File: config.mk
export PLATFORM = sky130hd
export DESIGN_NAME = nucleotide_encode_fingerprint_top_flat
export DESIGN_NICKNAME = d
export VERILOG_FILES = /design/src/hdl/nefp_pkg.sv /design/src/hdl/nefp_if.sv /design/src/hdl/nefp_front.sv /design/src/hdl/nefp_queue.sv /design/src/hdl/nefp_back.sv /design/src/hdl/nucleotide_encode_fingerprint_top.sv /design/src/flat_wrapper.sv
export SDC_FILE = /design/constraint.sdc
export NUM_CORES = 2
export LEC_CHECK = 0
export ABC_AREA = 0
export BUFFER_PORTS_ARGS = -buffer_cell sky130_fd_sc_hd__buf_2
export CORE_ASPECT_RATIO = 1.1
export CORE_MARGIN = 4
export CORE_UTILIZATION = 40
export DETAILED_ROUTE_END_ITERATION = 8
export GPL_TIMING_DRIVEN = 0
export PLACE_DENSITY_LB_ADDON = 0.2
export SYNTH_ARGS = -nofsm -noshare
export SYNTH_HDL_FRONTEND = slang
export SYNTH_SLANG_ARGS = --single-unit
File: constraint.sdc
create_clock -name clock -period 9.9 [get_ports clock]
set_clock_uncertainty 0.2 [all_clocks]
set_input_delay 1.98 -clock clock [delete_from_list [all_inputs] [get_ports clock]]
set_output_delay 1.98 -clock clock [all_outputs]
set_load 0.01 [all_outputs]
File: src/hdl/nefp_pkg.sv
// Shared types and constants of the nucleotide encoder and fingerprint block.
`default_nettype none
package nefp_pkg;

   localparam logic [63:0] FNV_BASIS      = 64'd14695981039346656037;
   // FNV-64 prime is 2^40 + 2^8 + 0xB3
   localparam logic [63:0] FNV_PRIME_LOW  = 64'h0000_0000_0000_00B3;
   localparam int          FNV_SHIFT_MID  = 8;
   localparam int          FNV_SHIFT_HIGH = 40;

   localparam logic [7:0] CHAR_A_UP = 8'h41;
   localparam logic [7:0] CHAR_A_LO = 8'h61;
   localparam logic [7:0] CHAR_C_UP = 8'h43;
   localparam logic [7:0] CHAR_C_LO = 8'h63;
   localparam logic [7:0] CHAR_G_UP = 8'h47;
   localparam logic [7:0] CHAR_G_LO = 8'h67;
   localparam logic [7:0] CHAR_T_UP = 8'h54;
   localparam logic [7:0] CHAR_T_LO = 8'h74;

   typedef enum logic [2:0] {
      CSR_ADENINE   = 3'd0,
      CSR_CYTOSINE  = 3'd1,
      CSR_GUANINE   = 3'd2,
      CSR_THYMINE   = 3'd3,
      CSR_AMBIGUOUS = 3'd4,
      CSR_BOUNDARY  = 3'd5
   } csr_index_type;

   typedef struct packed {
      logic [7:0] adenine;
      logic [7:0] cytosine;
      logic [7:0] guanine;
      logic [7:0] thymine;
      logic [7:0] ambiguous;
      logic [7:0] boundary;
   } codes_type;

   // Classified character as it travels from front to back
   typedef struct packed {
      logic [7:0] code;
      logic       amb;
      logic       last;
   } item_type;

   typedef struct packed {
      logic empty;
      logic full;
   } queue_status_type;

   typedef enum logic [1:0] {
      ST_FETCH,
      ST_CHAR,
      ST_SEP_PREP,
      ST_SEP
   } back_state_type;

endpackage
`default_nettype wire

File: src/hdl/nefp_if.sv
// Channel interfaces: character input, result output and register write port.
`default_nettype none
interface nefp_req_if;
   logic       valid;
   logic       ready;
   logic [7:0] base_char;
   logic       record_end;
   modport source (output valid, base_char, record_end, input ready);
   modport sink (input valid, base_char, record_end, output ready);
endinterface

interface nefp_rsp_if;
   logic        valid;
   logic        ready;
   logic [7:0]  code_byte;
   logic        is_boundary;
   logic        was_ambiguous;
   logic [63:0] hash_value;
   logic [31:0] record_index;
   logic [63:0] record_offset;
   logic [63:0] record_size;
   logic [63:0] record_unclear;
   logic [63:0] sum_bases;
   logic [63:0] sum_unclear;
   logic        last_of_run;
   modport source (output valid, code_byte, is_boundary, was_ambiguous, hash_value,
                   record_index, record_offset, record_size, record_unclear,
                   sum_bases, sum_unclear, last_of_run, input ready);
   modport sink (input valid, code_byte, is_boundary, was_ambiguous, hash_value,
                 record_index, record_offset, record_size, record_unclear,
                 sum_bases, sum_unclear, last_of_run, output ready);
endinterface

interface nefp_csr_if;
   logic       valid;
   logic       ready;
   logic [2:0] index;
   logic [7:0] data;
   modport source (output valid, index, data, input ready);
   modport sink (input valid, index, data, output ready);
endinterface
`default_nettype wire

File: src/hdl/nefp_front.sv
// Front end: accepts characters and maps them to code bytes and ambiguity flags.
`default_nettype none
module nefp_front (
   nefp_req_if.sink                  req_bus,
   input  nefp_pkg::codes_type        codes,
   input  nefp_pkg::queue_status_type q_status,
   output logic                      push,
   output nefp_pkg::item_type         push_item
);
   import nefp_pkg::*;

   assign req_bus.ready = !q_status.full;
   assign push          = req_bus.valid && !q_status.full;

   always_comb begin
      push_item.last = req_bus.record_end;
      push_item.amb  = 1'b0;
      unique case (req_bus.base_char) inside
         CHAR_A_UP, CHAR_A_LO: push_item.code = codes.adenine;
         CHAR_C_UP, CHAR_C_LO: push_item.code = codes.cytosine;
         CHAR_G_UP, CHAR_G_LO: push_item.code = codes.guanine;
         CHAR_T_UP, CHAR_T_LO: push_item.code = codes.thymine;
         default: begin
            push_item.code = codes.ambiguous;
            push_item.amb  = 1'b1;
         end
      endcase
   end
endmodule
`default_nettype wire

File: src/hdl/nefp_queue.sv
// Short FIFO of classified characters between front and back.
`default_nettype none
module nefp_queue #(
   parameter int DEPTH = 2
) (
   input  logic                          clock,
   input  logic                          reset,
   input  logic                          push,
   input  nefp_pkg::item_type             push_item,
   input  logic                          pop,
   output nefp_pkg::item_type             head_item,
   output nefp_pkg::queue_status_type     status,
   output logic [$clog2(DEPTH+1)-1:0]    count
);
   import nefp_pkg::*;

   localparam int AW = (DEPTH > 1) ? $clog2(DEPTH) : 1;
   localparam int CW = $clog2(DEPTH + 1);

   item_type        mem_ff [DEPTH];
   logic [AW-1:0]   wr_ptr_ff, wr_ptr_in;
   logic [AW-1:0]   rd_ptr_ff, rd_ptr_in;
   logic [CW-1:0]   count_ff, count_in;
   logic            do_push, do_pop;

   assign status.empty = (count_ff == '0);
   assign status.full  = (count_ff == CW'(DEPTH));
   assign do_push      = push && !status.full;
   assign do_pop       = pop && !status.empty;
   assign head_item    = mem_ff[rd_ptr_ff];
   assign count        = count_ff;

   always_comb begin
      wr_ptr_in = wr_ptr_ff;
      rd_ptr_in = rd_ptr_ff;
      count_in  = count_ff;
      if (do_push) begin
         wr_ptr_in = (wr_ptr_ff == AW'(DEPTH - 1)) ? '0 : wr_ptr_ff + AW'(1);
      end
      if (do_pop) begin
         rd_ptr_in = (rd_ptr_ff == AW'(DEPTH - 1)) ? '0 : rd_ptr_ff + AW'(1);
      end
      if (do_push && !do_pop) begin
         count_in = count_ff + CW'(1);
      end else if (do_pop && !do_push) begin
         count_in = count_ff - CW'(1);
      end
   end

   always_ff @(posedge clock) begin
      if (reset) begin
         wr_ptr_ff <= '0;
         rd_ptr_ff <= '0;
         count_ff  <= '0;
      end else begin
         wr_ptr_ff <= wr_ptr_in;
         rd_ptr_ff <= rd_ptr_in;
         count_ff  <= count_in;
      end
   end

   always_ff @(posedge clock) begin
      if (do_push) begin
         mem_ff[wr_ptr_ff] <= push_item;
      end
   end
endmodule
`default_nettype wire

File: src/hdl/nefp_back.sv
// Back end: folds code bytes into the FNV-1a hash, keeps record counters, drives results.
`default_nettype none
module nefp_back (
   input  logic                          clock,
   input  logic                          reset,
   input  nefp_pkg::codes_type            codes,
   input  nefp_pkg::queue_status_type     q_status,
   input  nefp_pkg::item_type             head_item,
   output logic                          pop,
   nefp_rsp_if.source                    rsp_bus
);
   import nefp_pkg::*;

   back_state_type state_ff, state_in;
   logic [63:0] hash_ff, hash_in;
   logic [63:0] mix_ff, mix_in;
   logic [63:0] prod_ff, prod_in;
   item_type    cur_ff, cur_in;
   logic [63:0] start_ff, start_in;
   logic [63:0] length_ff, length_in;
   logic [63:0] unclear_ff, unclear_in;
   logic [31:0] records_ff, records_in;
   logic [63:0] tot_bases_ff, tot_bases_in;
   logic [63:0] tot_unclear_ff, tot_unclear_in;

   logic        rv_ff, rv_in;
   logic [7:0]  r_code_ff, r_code_in;
   logic        r_bound_ff, r_bound_in;
   logic        r_amb_ff, r_amb_in;
   logic [63:0] r_hash_ff, r_hash_in;
   logic [31:0] r_index_ff, r_index_in;
   logic [63:0] r_offset_ff, r_offset_in;
   logic [63:0] r_size_ff, r_size_in;
   logic [63:0] r_unclear_ff, r_unclear_in;
   logic [63:0] r_sum_b_ff, r_sum_b_in;
   logic [63:0] r_sum_u_ff, r_sum_u_in;
   logic        r_last_ff, r_last_in;

   logic        out_free;
   logic [7:0]  fold_byte;
   logic [63:0] fold_src;
   logic [63:0] hash_mix;

   assign out_free  = !rv_ff || rsp_bus.ready;
   assign fold_byte = (state_ff == ST_SEP_PREP) ? codes.boundary : head_item.code;
   assign fold_src  = hash_ff ^ {56'd0, fold_byte};
   // second half of the multiply by the sparse prime
   assign hash_mix  = prod_ff + (mix_ff << FNV_SHIFT_MID) + (mix_ff << FNV_SHIFT_HIGH);

   always_comb begin
      state_in       = state_ff;
      hash_in        = hash_ff;
      mix_in         = mix_ff;
      prod_in        = prod_ff;
      cur_in         = cur_ff;
      start_in       = start_ff;
      length_in      = length_ff;
      unclear_in     = unclear_ff;
      records_in     = records_ff;
      tot_bases_in   = tot_bases_ff;
      tot_unclear_in = tot_unclear_ff;
      rv_in          = rv_ff && !rsp_bus.ready;
      r_code_in      = r_code_ff;
      r_bound_in     = r_bound_ff;
      r_amb_in       = r_amb_ff;
      r_hash_in      = r_hash_ff;
      r_index_in     = r_index_ff;
      r_offset_in    = r_offset_ff;
      r_size_in      = r_size_ff;
      r_unclear_in   = r_unclear_ff;
      r_sum_b_in     = r_sum_b_ff;
      r_sum_u_in     = r_sum_u_ff;
      r_last_in      = r_last_ff;
      pop            = 1'b0;

      unique case (state_ff)
         ST_FETCH: begin
            if (!q_status.empty) begin
               pop       = 1'b1;
               mix_in    = fold_src;
               prod_in   = fold_src * FNV_PRIME_LOW;
               cur_in    = head_item;
               length_in = length_ff + 64'd1;
               if (head_item.amb) begin
                  unclear_in = unclear_ff + 64'd1;
               end
               state_in  = ST_CHAR;
            end
         end
         ST_CHAR: begin
            if (out_free) begin
               hash_in      = hash_mix;
               rv_in        = 1'b1;
               r_code_in    = cur_ff.code;
               r_bound_in   = 1'b0;
               r_amb_in     = cur_ff.amb;
               r_hash_in    = hash_mix;
               r_index_in   = '0;
               r_offset_in  = '0;
               r_size_in    = '0;
               r_unclear_in = '0;
               r_sum_b_in   = tot_bases_ff;
               r_sum_u_in   = tot_unclear_ff;
               r_last_in    = !cur_ff.last;
               state_in     = cur_ff.last ? ST_SEP_PREP : ST_FETCH;
            end
         end
         ST_SEP_PREP: begin
            mix_in         = fold_src;
            prod_in        = fold_src * FNV_PRIME_LOW;
            tot_bases_in   = tot_bases_ff + length_ff;
            tot_unclear_in = tot_unclear_ff + unclear_ff;
            state_in       = ST_SEP;
         end
         ST_SEP: begin
            if (out_free) begin
               hash_in      = hash_mix;
               rv_in        = 1'b1;
               r_code_in    = codes.boundary;
               r_bound_in   = 1'b1;
               r_amb_in     = 1'b0;
               r_hash_in    = hash_mix;
               r_index_in   = records_ff;
               r_offset_in  = start_ff;
               r_size_in    = length_ff;
               r_unclear_in = unclear_ff;
               r_sum_b_in   = tot_bases_ff;
               r_sum_u_in   = tot_unclear_ff;
               r_last_in    = 1'b1;
               // next record starts one past the separator
               start_in     = start_ff + length_ff + 64'd1;
               length_in    = '0;
               unclear_in   = '0;
               records_in   = records_ff + 32'd1;
               state_in     = ST_FETCH;
            end
         end
         default: state_in = ST_FETCH;
      endcase
   end

   always_ff @(posedge clock) begin
      if (reset) begin
         state_ff       <= ST_FETCH;
         hash_ff        <= FNV_BASIS;
         start_ff       <= '0;
         length_ff      <= '0;
         unclear_ff     <= '0;
         records_ff     <= '0;
         tot_bases_ff   <= '0;
         tot_unclear_ff <= '0;
         rv_ff          <= 1'b0;
      end else begin
         state_ff       <= state_in;
         hash_ff        <= hash_in;
         start_ff       <= start_in;
         length_ff      <= length_in;
         unclear_ff     <= unclear_in;
         records_ff     <= records_in;
         tot_bases_ff   <= tot_bases_in;
         tot_unclear_ff <= tot_unclear_in;
         rv_ff          <= rv_in;
      end
   end

   always_ff @(posedge clock) begin
      mix_ff       <= mix_in;
      prod_ff      <= prod_in;
      cur_ff       <= cur_in;
      r_code_ff    <= r_code_in;
      r_bound_ff   <= r_bound_in;
      r_amb_ff     <= r_amb_in;
      r_hash_ff    <= r_hash_in;
      r_index_ff   <= r_index_in;
      r_offset_ff  <= r_offset_in;
      r_size_ff    <= r_size_in;
      r_unclear_ff <= r_unclear_in;
      r_sum_b_ff   <= r_sum_b_in;
      r_sum_u_ff   <= r_sum_u_in;
      r_last_ff    <= r_last_in;
   end

   assign rsp_bus.valid          = rv_ff;
   assign rsp_bus.code_byte      = r_code_ff;
   assign rsp_bus.is_boundary    = r_bound_ff;
   assign rsp_bus.was_ambiguous  = r_amb_ff;
   assign rsp_bus.hash_value     = r_hash_ff;
   assign rsp_bus.record_index   = r_index_ff;
   assign rsp_bus.record_offset  = r_offset_ff;
   assign rsp_bus.record_size    = r_size_ff;
   assign rsp_bus.record_unclear = r_unclear_ff;
   assign rsp_bus.sum_bases      = r_sum_b_ff;
   assign rsp_bus.sum_unclear    = r_sum_u_ff;
   assign rsp_bus.last_of_run    = r_last_ff;
endmodule
`default_nettype wire

File: src/hdl/nucleotide_encode_fingerprint_top.sv
// A character's result goes through the queue, fold registers and result registers in turn.
// The back end finishes one character (fetch, then result step) before it fetches the next;
//   a record's end adds the separator. The FNV fold: multiply by 0xB3, then a three-term add.
// A queue of QUEUE_DEPTH entries lets the front accept beats while the back works.
// Reset is synchronous: hash returns to the FNV offset basis, counters clear, codes take
//   their defaults 0..5; no clearing pass.
`default_nettype none
module nucleotide_encode_fingerprint_top #(
   parameter int QUEUE_DEPTH = 2
) (
   input  logic         clock,
   input  logic         reset,
   nefp_req_if.sink     req_bus,
   nefp_rsp_if.source   rsp_bus,
   nefp_csr_if.sink     csr_bus
);
   import nefp_pkg::*;

   localparam int CW = $clog2(QUEUE_DEPTH + 1);

   codes_type        codes_ff, codes_in;
   queue_status_type q_status;
   item_type         push_item;
   item_type         head_item;
   logic             push;
   logic             pop;
   logic [CW-1:0]    q_count;

   assign csr_bus.ready = 1'b1;

   always_comb begin
      codes_in = codes_ff;
      if (csr_bus.valid) begin
         case (csr_bus.index)
            CSR_ADENINE:   codes_in.adenine   = csr_bus.data;
            CSR_CYTOSINE:  codes_in.cytosine  = csr_bus.data;
            CSR_GUANINE:   codes_in.guanine   = csr_bus.data;
            CSR_THYMINE:   codes_in.thymine   = csr_bus.data;
            CSR_AMBIGUOUS: codes_in.ambiguous = csr_bus.data;
            CSR_BOUNDARY:  codes_in.boundary  = csr_bus.data;
            default: ;
         endcase
      end
   end

   always_ff @(posedge clock) begin
      if (reset) begin
         codes_ff <= '{adenine: 8'd0, cytosine: 8'd1, guanine: 8'd2,
                       thymine: 8'd3, ambiguous: 8'd4, boundary: 8'd5};
      end else begin
         codes_ff <= codes_in;
      end
   end

   nefp_front u_front (
      .req_bus   (req_bus),
      .codes     (codes_ff),
      .q_status  (q_status),
      .push      (push),
      .push_item (push_item)
   );

   nefp_queue #(
      .DEPTH (QUEUE_DEPTH)
   ) u_queue (
      .clock     (clock),
      .reset     (reset),
      .push      (push),
      .push_item (push_item),
      .pop       (pop),
      .head_item (head_item),
      .status    (q_status),
      .count     (q_count)
   );

   nefp_back u_back (
      .clock     (clock),
      .reset     (reset),
      .codes     (codes_ff),
      .q_status  (q_status),
      .head_item (head_item),
      .pop       (pop),
      .rsp_bus   (rsp_bus)
   );

`ifndef SYNTHESIS
   a_sep_not_amb: assert property (@(posedge clock) disable iff (reset)
      rsp_bus.valid && rsp_bus.is_boundary |-> !rsp_bus.was_ambiguous && rsp_bus.last_of_run)
      else $error("separator beat flagged ambiguous or not last");

   a_char_fields_zero: assert property (@(posedge clock) disable iff (reset)
      rsp_bus.valid && !rsp_bus.is_boundary |->
         rsp_bus.record_size == 64'd0 && rsp_bus.record_index == 32'd0)
      else $error("character beat carries record fields");

   a_queue_bound: assert property (@(posedge clock) disable iff (reset)
      q_count <= CW'(QUEUE_DEPTH) && (q_status.full == (q_count == CW'(QUEUE_DEPTH))))
      else $error("queue count out of range");

   a_no_push_when_full: assert property (@(posedge clock) disable iff (reset)
      q_status.full |-> !req_bus.ready)
      else $error("input accepted while queue full");
`endif
endmodule
`default_nettype wire

File: src/flat_wrapper.sv
// flat-port wrapper written by rule: the top's interface ports become plain ports
module nucleotide_encode_fingerprint_top_flat import nefp_pkg::*;
#(
   parameter int QUEUE_DEPTH = 2
)
  (clock, reset, req_bus_valid, req_bus_base_char, req_bus_record_end, req_bus_ready, rsp_bus_valid, rsp_bus_code_byte, rsp_bus_is_boundary, rsp_bus_was_ambiguous, rsp_bus_hash_value, rsp_bus_record_index, rsp_bus_record_offset, rsp_bus_record_size, rsp_bus_record_unclear, rsp_bus_sum_bases, rsp_bus_sum_unclear, rsp_bus_last_of_run, rsp_bus_ready, csr_bus_valid, csr_bus_index, csr_bus_data, csr_bus_ready);
  nefp_req_if req_bus_i ();
  nefp_rsp_if rsp_bus_i ();
  nefp_csr_if csr_bus_i ();
  input  logic clock;
  input  logic reset;
  input wire logic [$bits(req_bus_i.valid)-1:0] req_bus_valid;
  input wire logic [$bits(req_bus_i.base_char)-1:0] req_bus_base_char;
  input wire logic [$bits(req_bus_i.record_end)-1:0] req_bus_record_end;
  output wire logic [$bits(req_bus_i.ready)-1:0] req_bus_ready;
  output wire logic [$bits(rsp_bus_i.valid)-1:0] rsp_bus_valid;
  output wire logic [$bits(rsp_bus_i.code_byte)-1:0] rsp_bus_code_byte;
  output wire logic [$bits(rsp_bus_i.is_boundary)-1:0] rsp_bus_is_boundary;
  output wire logic [$bits(rsp_bus_i.was_ambiguous)-1:0] rsp_bus_was_ambiguous;
  output wire logic [$bits(rsp_bus_i.hash_value)-1:0] rsp_bus_hash_value;
  output wire logic [$bits(rsp_bus_i.record_index)-1:0] rsp_bus_record_index;
  output wire logic [$bits(rsp_bus_i.record_offset)-1:0] rsp_bus_record_offset;
  output wire logic [$bits(rsp_bus_i.record_size)-1:0] rsp_bus_record_size;
  output wire logic [$bits(rsp_bus_i.record_unclear)-1:0] rsp_bus_record_unclear;
  output wire logic [$bits(rsp_bus_i.sum_bases)-1:0] rsp_bus_sum_bases;
  output wire logic [$bits(rsp_bus_i.sum_unclear)-1:0] rsp_bus_sum_unclear;
  output wire logic [$bits(rsp_bus_i.last_of_run)-1:0] rsp_bus_last_of_run;
  input wire logic [$bits(rsp_bus_i.ready)-1:0] rsp_bus_ready;
  input wire logic [$bits(csr_bus_i.valid)-1:0] csr_bus_valid;
  input wire logic [$bits(csr_bus_i.index)-1:0] csr_bus_index;
  input wire logic [$bits(csr_bus_i.data)-1:0] csr_bus_data;
  output wire logic [$bits(csr_bus_i.ready)-1:0] csr_bus_ready;
  assign req_bus_i.valid = req_bus_valid;
  assign req_bus_i.base_char = req_bus_base_char;
  assign req_bus_i.record_end = req_bus_record_end;
  assign req_bus_ready = req_bus_i.ready;
  assign rsp_bus_valid = rsp_bus_i.valid;
  assign rsp_bus_code_byte = rsp_bus_i.code_byte;
  assign rsp_bus_is_boundary = rsp_bus_i.is_boundary;
  assign rsp_bus_was_ambiguous = rsp_bus_i.was_ambiguous;
  assign rsp_bus_hash_value = rsp_bus_i.hash_value;
  assign rsp_bus_record_index = rsp_bus_i.record_index;
  assign rsp_bus_record_offset = rsp_bus_i.record_offset;
  assign rsp_bus_record_size = rsp_bus_i.record_size;
  assign rsp_bus_record_unclear = rsp_bus_i.record_unclear;
  assign rsp_bus_sum_bases = rsp_bus_i.sum_bases;
  assign rsp_bus_sum_unclear = rsp_bus_i.sum_unclear;
  assign rsp_bus_last_of_run = rsp_bus_i.last_of_run;
  assign rsp_bus_i.ready = rsp_bus_ready;
  assign csr_bus_i.valid = csr_bus_valid;
  assign csr_bus_i.index = csr_bus_index;
  assign csr_bus_i.data = csr_bus_data;
  assign csr_bus_ready = csr_bus_i.ready;
  nucleotide_encode_fingerprint_top #(.QUEUE_DEPTH(QUEUE_DEPTH)) u_core (.clock(clock), .reset(reset), .req_bus(req_bus_i), .rsp_bus(rsp_bus_i), .csr_bus(csr_bus_i));
endmodule
# Yosys cells after proc, flatten, opt, wreduce, memory -nomap -nowiden
# Memories as Yosys holds them, arrays and structs flattened. A register that Yosys moved wholly into a read port is not among the register bits.
# Index checks and enable logic that the tools add are counted.
# word_totals
regBits	1028
ram_bits	20
input_bits	25
output_inout_bits	430
wordCells	162
mem_count	1
# classes
add_sub_neg	13
mul	1
n_eq_ne	21
mux	49
bitwise_logic	2
reduce_logical	41
# memory_table
name	words	word_bits	read_ports	rd_ports_with_merged_regs	wr	line_no	text
u_core.u_queue.mem_ff	2	10	1	1	1	nefp_queue.sv:20	item_type mem_ff [DEPTH];
# op_table
cell	count
64-bit case mux with 2 select lines	6
64-bit two-way mux	8
64-bit adder	5
64-bit by 1-bit adder with 64-bit output, second input constant	3
56-bit case mux with 2 select lines	1
8-bit by 7-bit equality test with 1-bit output, second input constant	8
64-bit by 8-bit multiplier with 64-bit output, second input constant	1
32-bit two-way mux	2
32-bit case mux with 2 select lines	1
64-bit by 8-bit XOR with 64-bit output	1
56-bit two-way mux	1
32-bit by 1-bit adder with 32-bit output, second input constant	1
8-bit case mux with 4 select lines	1
8-bit two-way mux	3
2-bit AND reduction	10
8-bit case mux with 2 select lines	1
1-bit two-way mux	15
2-bit two-way mux	6
2-bit OR reduction	5
3-bit AND reduction	3
2-bit inequality test, second input constant	4
2-bit case mux with 4 select lines	1
2-bit nonzero test	4
8-bit OR reduction	1
16 further kinds	35

# Depth between registers and ports, before layout
# depth
depth_word	8
ltp_mapped	27
depth_no_buf	24

# Modules after synthesis
# A second synthesis with hierarchy kept.
# hier_totals
cells_unflattened	6235
hier_area_um2	61994.5
# modules_own_cells
module	instances	cells_per_inst	area_each_um2	seq_area_each_um2
nefp_back	1	5956	58725.1	25084.1
nucleotide_encode_fingerprint_top	1	176	1930.6	960.9
nefp_queue	1	56	935.9	700.7
nefp_front	1	47	402.9	0.0

# Worst setup path before layout
# OpenSTA, ideal clock, no wires.
# synth_path
path_type	input to register
startpoint	in rsp_bus_ready
endpoint	reg u_core.u_back.r_hash_ff[0], in the netlist u_core.u_back.rsp_bus.hash_value[0], enable pin
setup_ps	631
arrival_time_ps	7944
required_time_ps	9069
setup_slack_ps	1125
cell_stages	5
n_path_buf	2
cell_sequence	nand2b_1 -> nand2_1 -> inv_1 -> clkbuf_1 -> clkbuf_1
# synth_via
elab_chain_len	2
# synth_lines
element	line_no	text
from (decl)	flat_wrapper.sv:28	input wire logic [$bits(rsp_bus_i.ready)-1:0] rsp_bus_ready;
1-bit logical OR	nefp_back.sv:44	assign out_free = !rv_ff || rsp_bus.ready;
2-bit AND reduction (no source line)	-	
to (signal assigned)	nefp_back.sv:173	r_hash_ff <= r_hash_in;
to (decl)	nefp_back.sv:30	logic [63:0] r_hash_ff, r_hash_in;
# No other way between the ends.
# A chain may end at the register's enable or synchronous reset.

# Worst setup path after layout
# layout_path
startpoint	reg u_core.u_back.state_ff[0]
endpoint	reg u_core.u_back.prod_ff[60] (data pin)
# layout_via
elab_chain_len	6
elab_cells_between_ends	7
classes_between	mul: 1; eq/ne: 1; mux: 3; bitwise: 1; reduce/logical: 1
# layout_lines
element	line_no	text
from (decl)	nefp_back.sv:14	back_state_type state_ff, state_in;
from (signal assigned)	nefp_back.sv:154	state_ff <= state_in;
2-bit equality test *	nefp_back.sv:45	assign fold_byte = (state_ff == ST_SEP_PREP) ? codes.boundary : head_item.code;
8-bit two-way mux *	nefp_back.sv:45	
64-bit by 8-bit XOR with 64-bit output *	nefp_back.sv:46	assign fold_src = hash_ff ^ {56'd0, fold_byte};
named net u_core.u_back.fold_src[2]	nefp_back.sv:41	logic [63:0] fold_src;
64-bit by 8-bit multiplier with 64-bit output *	nefp_back.sv:81, nefp_back.sv:110	
64-bit two-way mux	nefp_back.sv:78	if (!q_status.empty) begin
64-bit case mux with 2 select lines *	nefp_back.sv:76	unique case (state_ff)
named net u_core.u_back.prod_in[60]	nefp_back.sv:17	logic [63:0] prod_ff, prod_in;
to (signal assigned)	nefp_back.sv:168	prod_ff <= prod_in;
to (decl)	nefp_back.sv:17	
# The timed path passes the listed nets; every way through them passes the cells marked *. The select of a mux whose other input is x is not followed.

==> metrics.cfg <==
[placement]
portBuffers=451
dp_hpwl_mm=158
place.gp.congestion=0.939
dp_cells=8568

[route]
wl_met3_mm=11.7
totalWireLength_mm=201
dr.first_iter.drc_count=3936
routed.top_layer=met4
drc=0
antenna_left=0
vias=47900
via_per_inst=5.46
routedWlPerCell_um=22.9
wl_met2_mm=94.0
firstDrtPassIters=6
wl_met1_mm=87.4

[cts]
ctsResizeCount=0
clockRootBuffer=clkbuf_16
clk_path_buf_depth=3
cts-buffers-inserted=111
clkLatencyLatePin_ps=780
cts.sinks=1048
holdBufCountCts=0
htreeDepth=3
clkTransAtPathRegs_ps=70
cts_tree=built
cts_setup_buffers=0

[floorplan]
core_um2=150000
die-area_um2=158000
rows=149
die_width_um=379
io_pins=455
die_h_um=416
start_util_pct=40.4

[logic_synthesis]
synth_ff_type=edfxtp_1
synth_area_um2=60700
ys_ff_latch=1048
syn_area_per_cell_um2=9.87
synth_cell_types=105
postSynthCellCount=6146
synth_edf_count=576
ys_warn_count=0
synth_fp_nets=6831
synthArstFlopShare_pct=0
ys_seq_area_share_pct=44.1

[worst_setup_path]
cp-endpoint=u_core.u_back.prod_ff[60]$_DFFE_PP_
cp.arrival_ps=9680
reg2reg_to=u_core.u_back.prod_ff[60]$_DFFE_PP_
cp.required_ps=10190
r2r_cells=24
rrSetupSlack_ps=510
crit_type=flip-flop to flip-flop
cp-start-kind=flip-flop
startpoint=u_core.u_back.state_ff[0]$_SDFFE_PP0P_
rr_startpoint=u_core.u_back.state_ff[0]$_SDFFE_PP0P_
critPathMaxFanout=10
end_kind=flip-flop

[job]
max_cap_viol_count=0

[sta]
finalCritPeriodShare_pct=94.8
max_freq_mhz=107
fin_crit_ps=9390
rsz0062_at_grt=false
setup_viol=0
hold_violations=0
slew_headroom_pct=7.27
slew_violations=0
fin_hold_ws_ps=253
worstMarginPinSlew_ps=1390

[global_routing]
grt_max_degree=97
grt_pass1_wl_mm=295
grtUsageTotal_pct=24.8
antenna_found_initial=14
overflow=0
grt_pass1_vias=46700

[finish]
final_cells=8780
final_cell_mix=nand2_1 (727), edfxtp_1 (576), a21oi_1 (552)
regArea_um2=26700
drive_gt1_share_pct=10.4
final_nets=7403
area_growth_pct=14.4
num-fill-cells=14300
final_common_cell=nand2_1
final_util_pct=46.2
multi_input_area_um2=31400

[worst_hold_path]
hold_path.class=flip-flop to flip-flop

[status]
status=complete, no violations

cells in the mapped netlist, drive strengths merged (7+ instances only):
master	count	area share [%]
nand2b	41	0.42
a21o	202	2.5
or4	9	0.12
or3	55	0.57
o211ai	27	0.34
a21boi	10	0.12
o31ai	16	0.23
and2	19	0.20
nor2b	39	0.40
nand3	165	1.4
nand2	728	4.5
nor4	11	0.13
xor2	186	2.7
buf	20	0.14
clkbuf	239	1.5
nor2	390	2.4
a31o	9	0.13
edfxtp	576	29
o31a	10	0.14
inv	407	2.5
nand4	86	0.89
a22oi	17	0.21
a211oi	30	0.38
mux2i	14	0.23
a211o	12	0.18
o21ai	283	2.4
or2	11	0.11
a21oi	555	4.6
fa	197	6.5
xnor2	230	3.3
o21bai	64	0.80
and4	12	0.17
dfxtp	472	16
o311ai	9	0.14
mux2	10	0.19
nor3	51	0.45
o21a	32	0.40
nand3b	7	0.087
o2111ai	8	0.12
a221o	7	0.12
a31oi	51	0.54
a41oi	8	0.13
and3	285	2.9
ha	463	9.5
how the worst min path moves through the flow:
stage,from,endpoint,cells after the start
final,u_core.u_back.tot_unclear_ff[60]$_SDFFE_PP0P_,u_core.u_back.rsp_bus.sum_unclear[60]$_DFFE_PP_,0
after global routing,u_core.u_back.tot_unclear_ff[60]$_SDFFE_PP0P_,u_core.u_back.rsp_bus.sum_unclear[60]$_DFFE_PP_,0
after CTS,u_core.u_back.tot_unclear_ff[49]$_SDFFE_PP0P_,u_core.u_back.rsp_bus.sum_unclear[49]$_DFFE_PP_,0
after detailed placement,u_core.codes_ff[46]$_SDFFE_PP0P_,u_core.codes_ff[46]$_SDFFE_PP0P_,2
after global placement,u_core.codes_ff[43]$_SDFFE_PP0P_,u_core.codes_ff[43]$_SDFFE_PP0P_,2
after floorplan,u_core.u_back.tot_unclear_ff[63]$_SDFFE_PP0P_,u_core.u_back.rsp_bus.sum_unclear[63]$_DFFE_PP_,0
critical path: stages (launching register included):
cell and delay [ps]:
dfxtp_1 600, nand2b_1 410, clkbuf_1 540, clkbuf_2 580, mux2i_1 170, xnor2_1 640
ha_1 360, fa_1 500, inv_1 60, fa_1 450, fa_1 500, inv_1 40
ha_1 350, nand2_1 120, o2111ai_1 160, a41oi_1 590, o311ai_1 320, a211oi_1 590
o21ai_1 270, a311oi_1 440, nor3_1 190, a31oi_1 480, o21ai_0 190, a21oi_1 210
xnor2_1 120
kinds of logic after synthesis:
family                   Yosys count  share of synthesized area [%]
adder cells (fa/ha/maj)          660                           16.0
AND/OR/NAND/NOR                 1927                           15.1
XOR/XNOR                         416                           6.00
AO/OA/AOI/OAI                   1404                           14.2
flip-flops                      1048                           44.1
buffers and inverters            666                           4.13
other                              1                        0.00618
multiplexers                      24                          0.417
area by class of cell:
type / count / share of cell area (%)
multi-input cells: 4432 / 45.3
flip-flops and latches: 1048 / 38.5
clock buffers: 146 / 4.38
repair buffers: 459 / 3.55
well taps: 1963 / 3.54
inverters: 407 / 2.21
plain buffers: 259 / 1.43
clock inverters: 65 / 1.10
diodes: 1 / 0.00360
metrics by stage:
stage | setup slack, ps | TNS [ps] | instance area (um^2)
after detailed placement | 234 | 0 | 65600
final | 515 | 0 | 69400
after floorplan | 1120 | 0 | 60700
after CTS | 149 | 0 | 69400
after global routing | 238 | 0 | 69400
after global placement | -4000 | -1143360 | 65400
sequential cells by signal (all words and copies together), names as in the netlist, 63 cells and up, named ones only:
name                                  flops
u_core.u_back.hash_ff                    64
u_core.u_back.length_ff                  64
u_core.u_back.rsp_bus.hash_value         64
u_core.u_back.rsp_bus.record_offset      64
u_core.u_back.rsp_bus.record_size        64
u_core.u_back.rsp_bus.record_unclear     64
u_core.u_back.rsp_bus.sum_bases          64
u_core.u_back.rsp_bus.sum_unclear        64
u_core.u_back.start_ff                   64
u_core.u_back.tot_bases_ff               64
u_core.u_back.tot_unclear_ff             64
u_core.u_back.unclear_ff                 64
u_core.u_back.prod_ff                    63
layer usage:
layer / global-route usage (%) / vias to the layer above
met5: 0 / -
met4: 9.54 / 0
met3: 3.13 / 310
met2: 41.1 / 1396
met1: 33.2 / 23300
li1: - / 22900
Power is left out: the tool's default activity adds up to more than one toggle a clock period on the data nets, which glitch-free logic cannot reach.
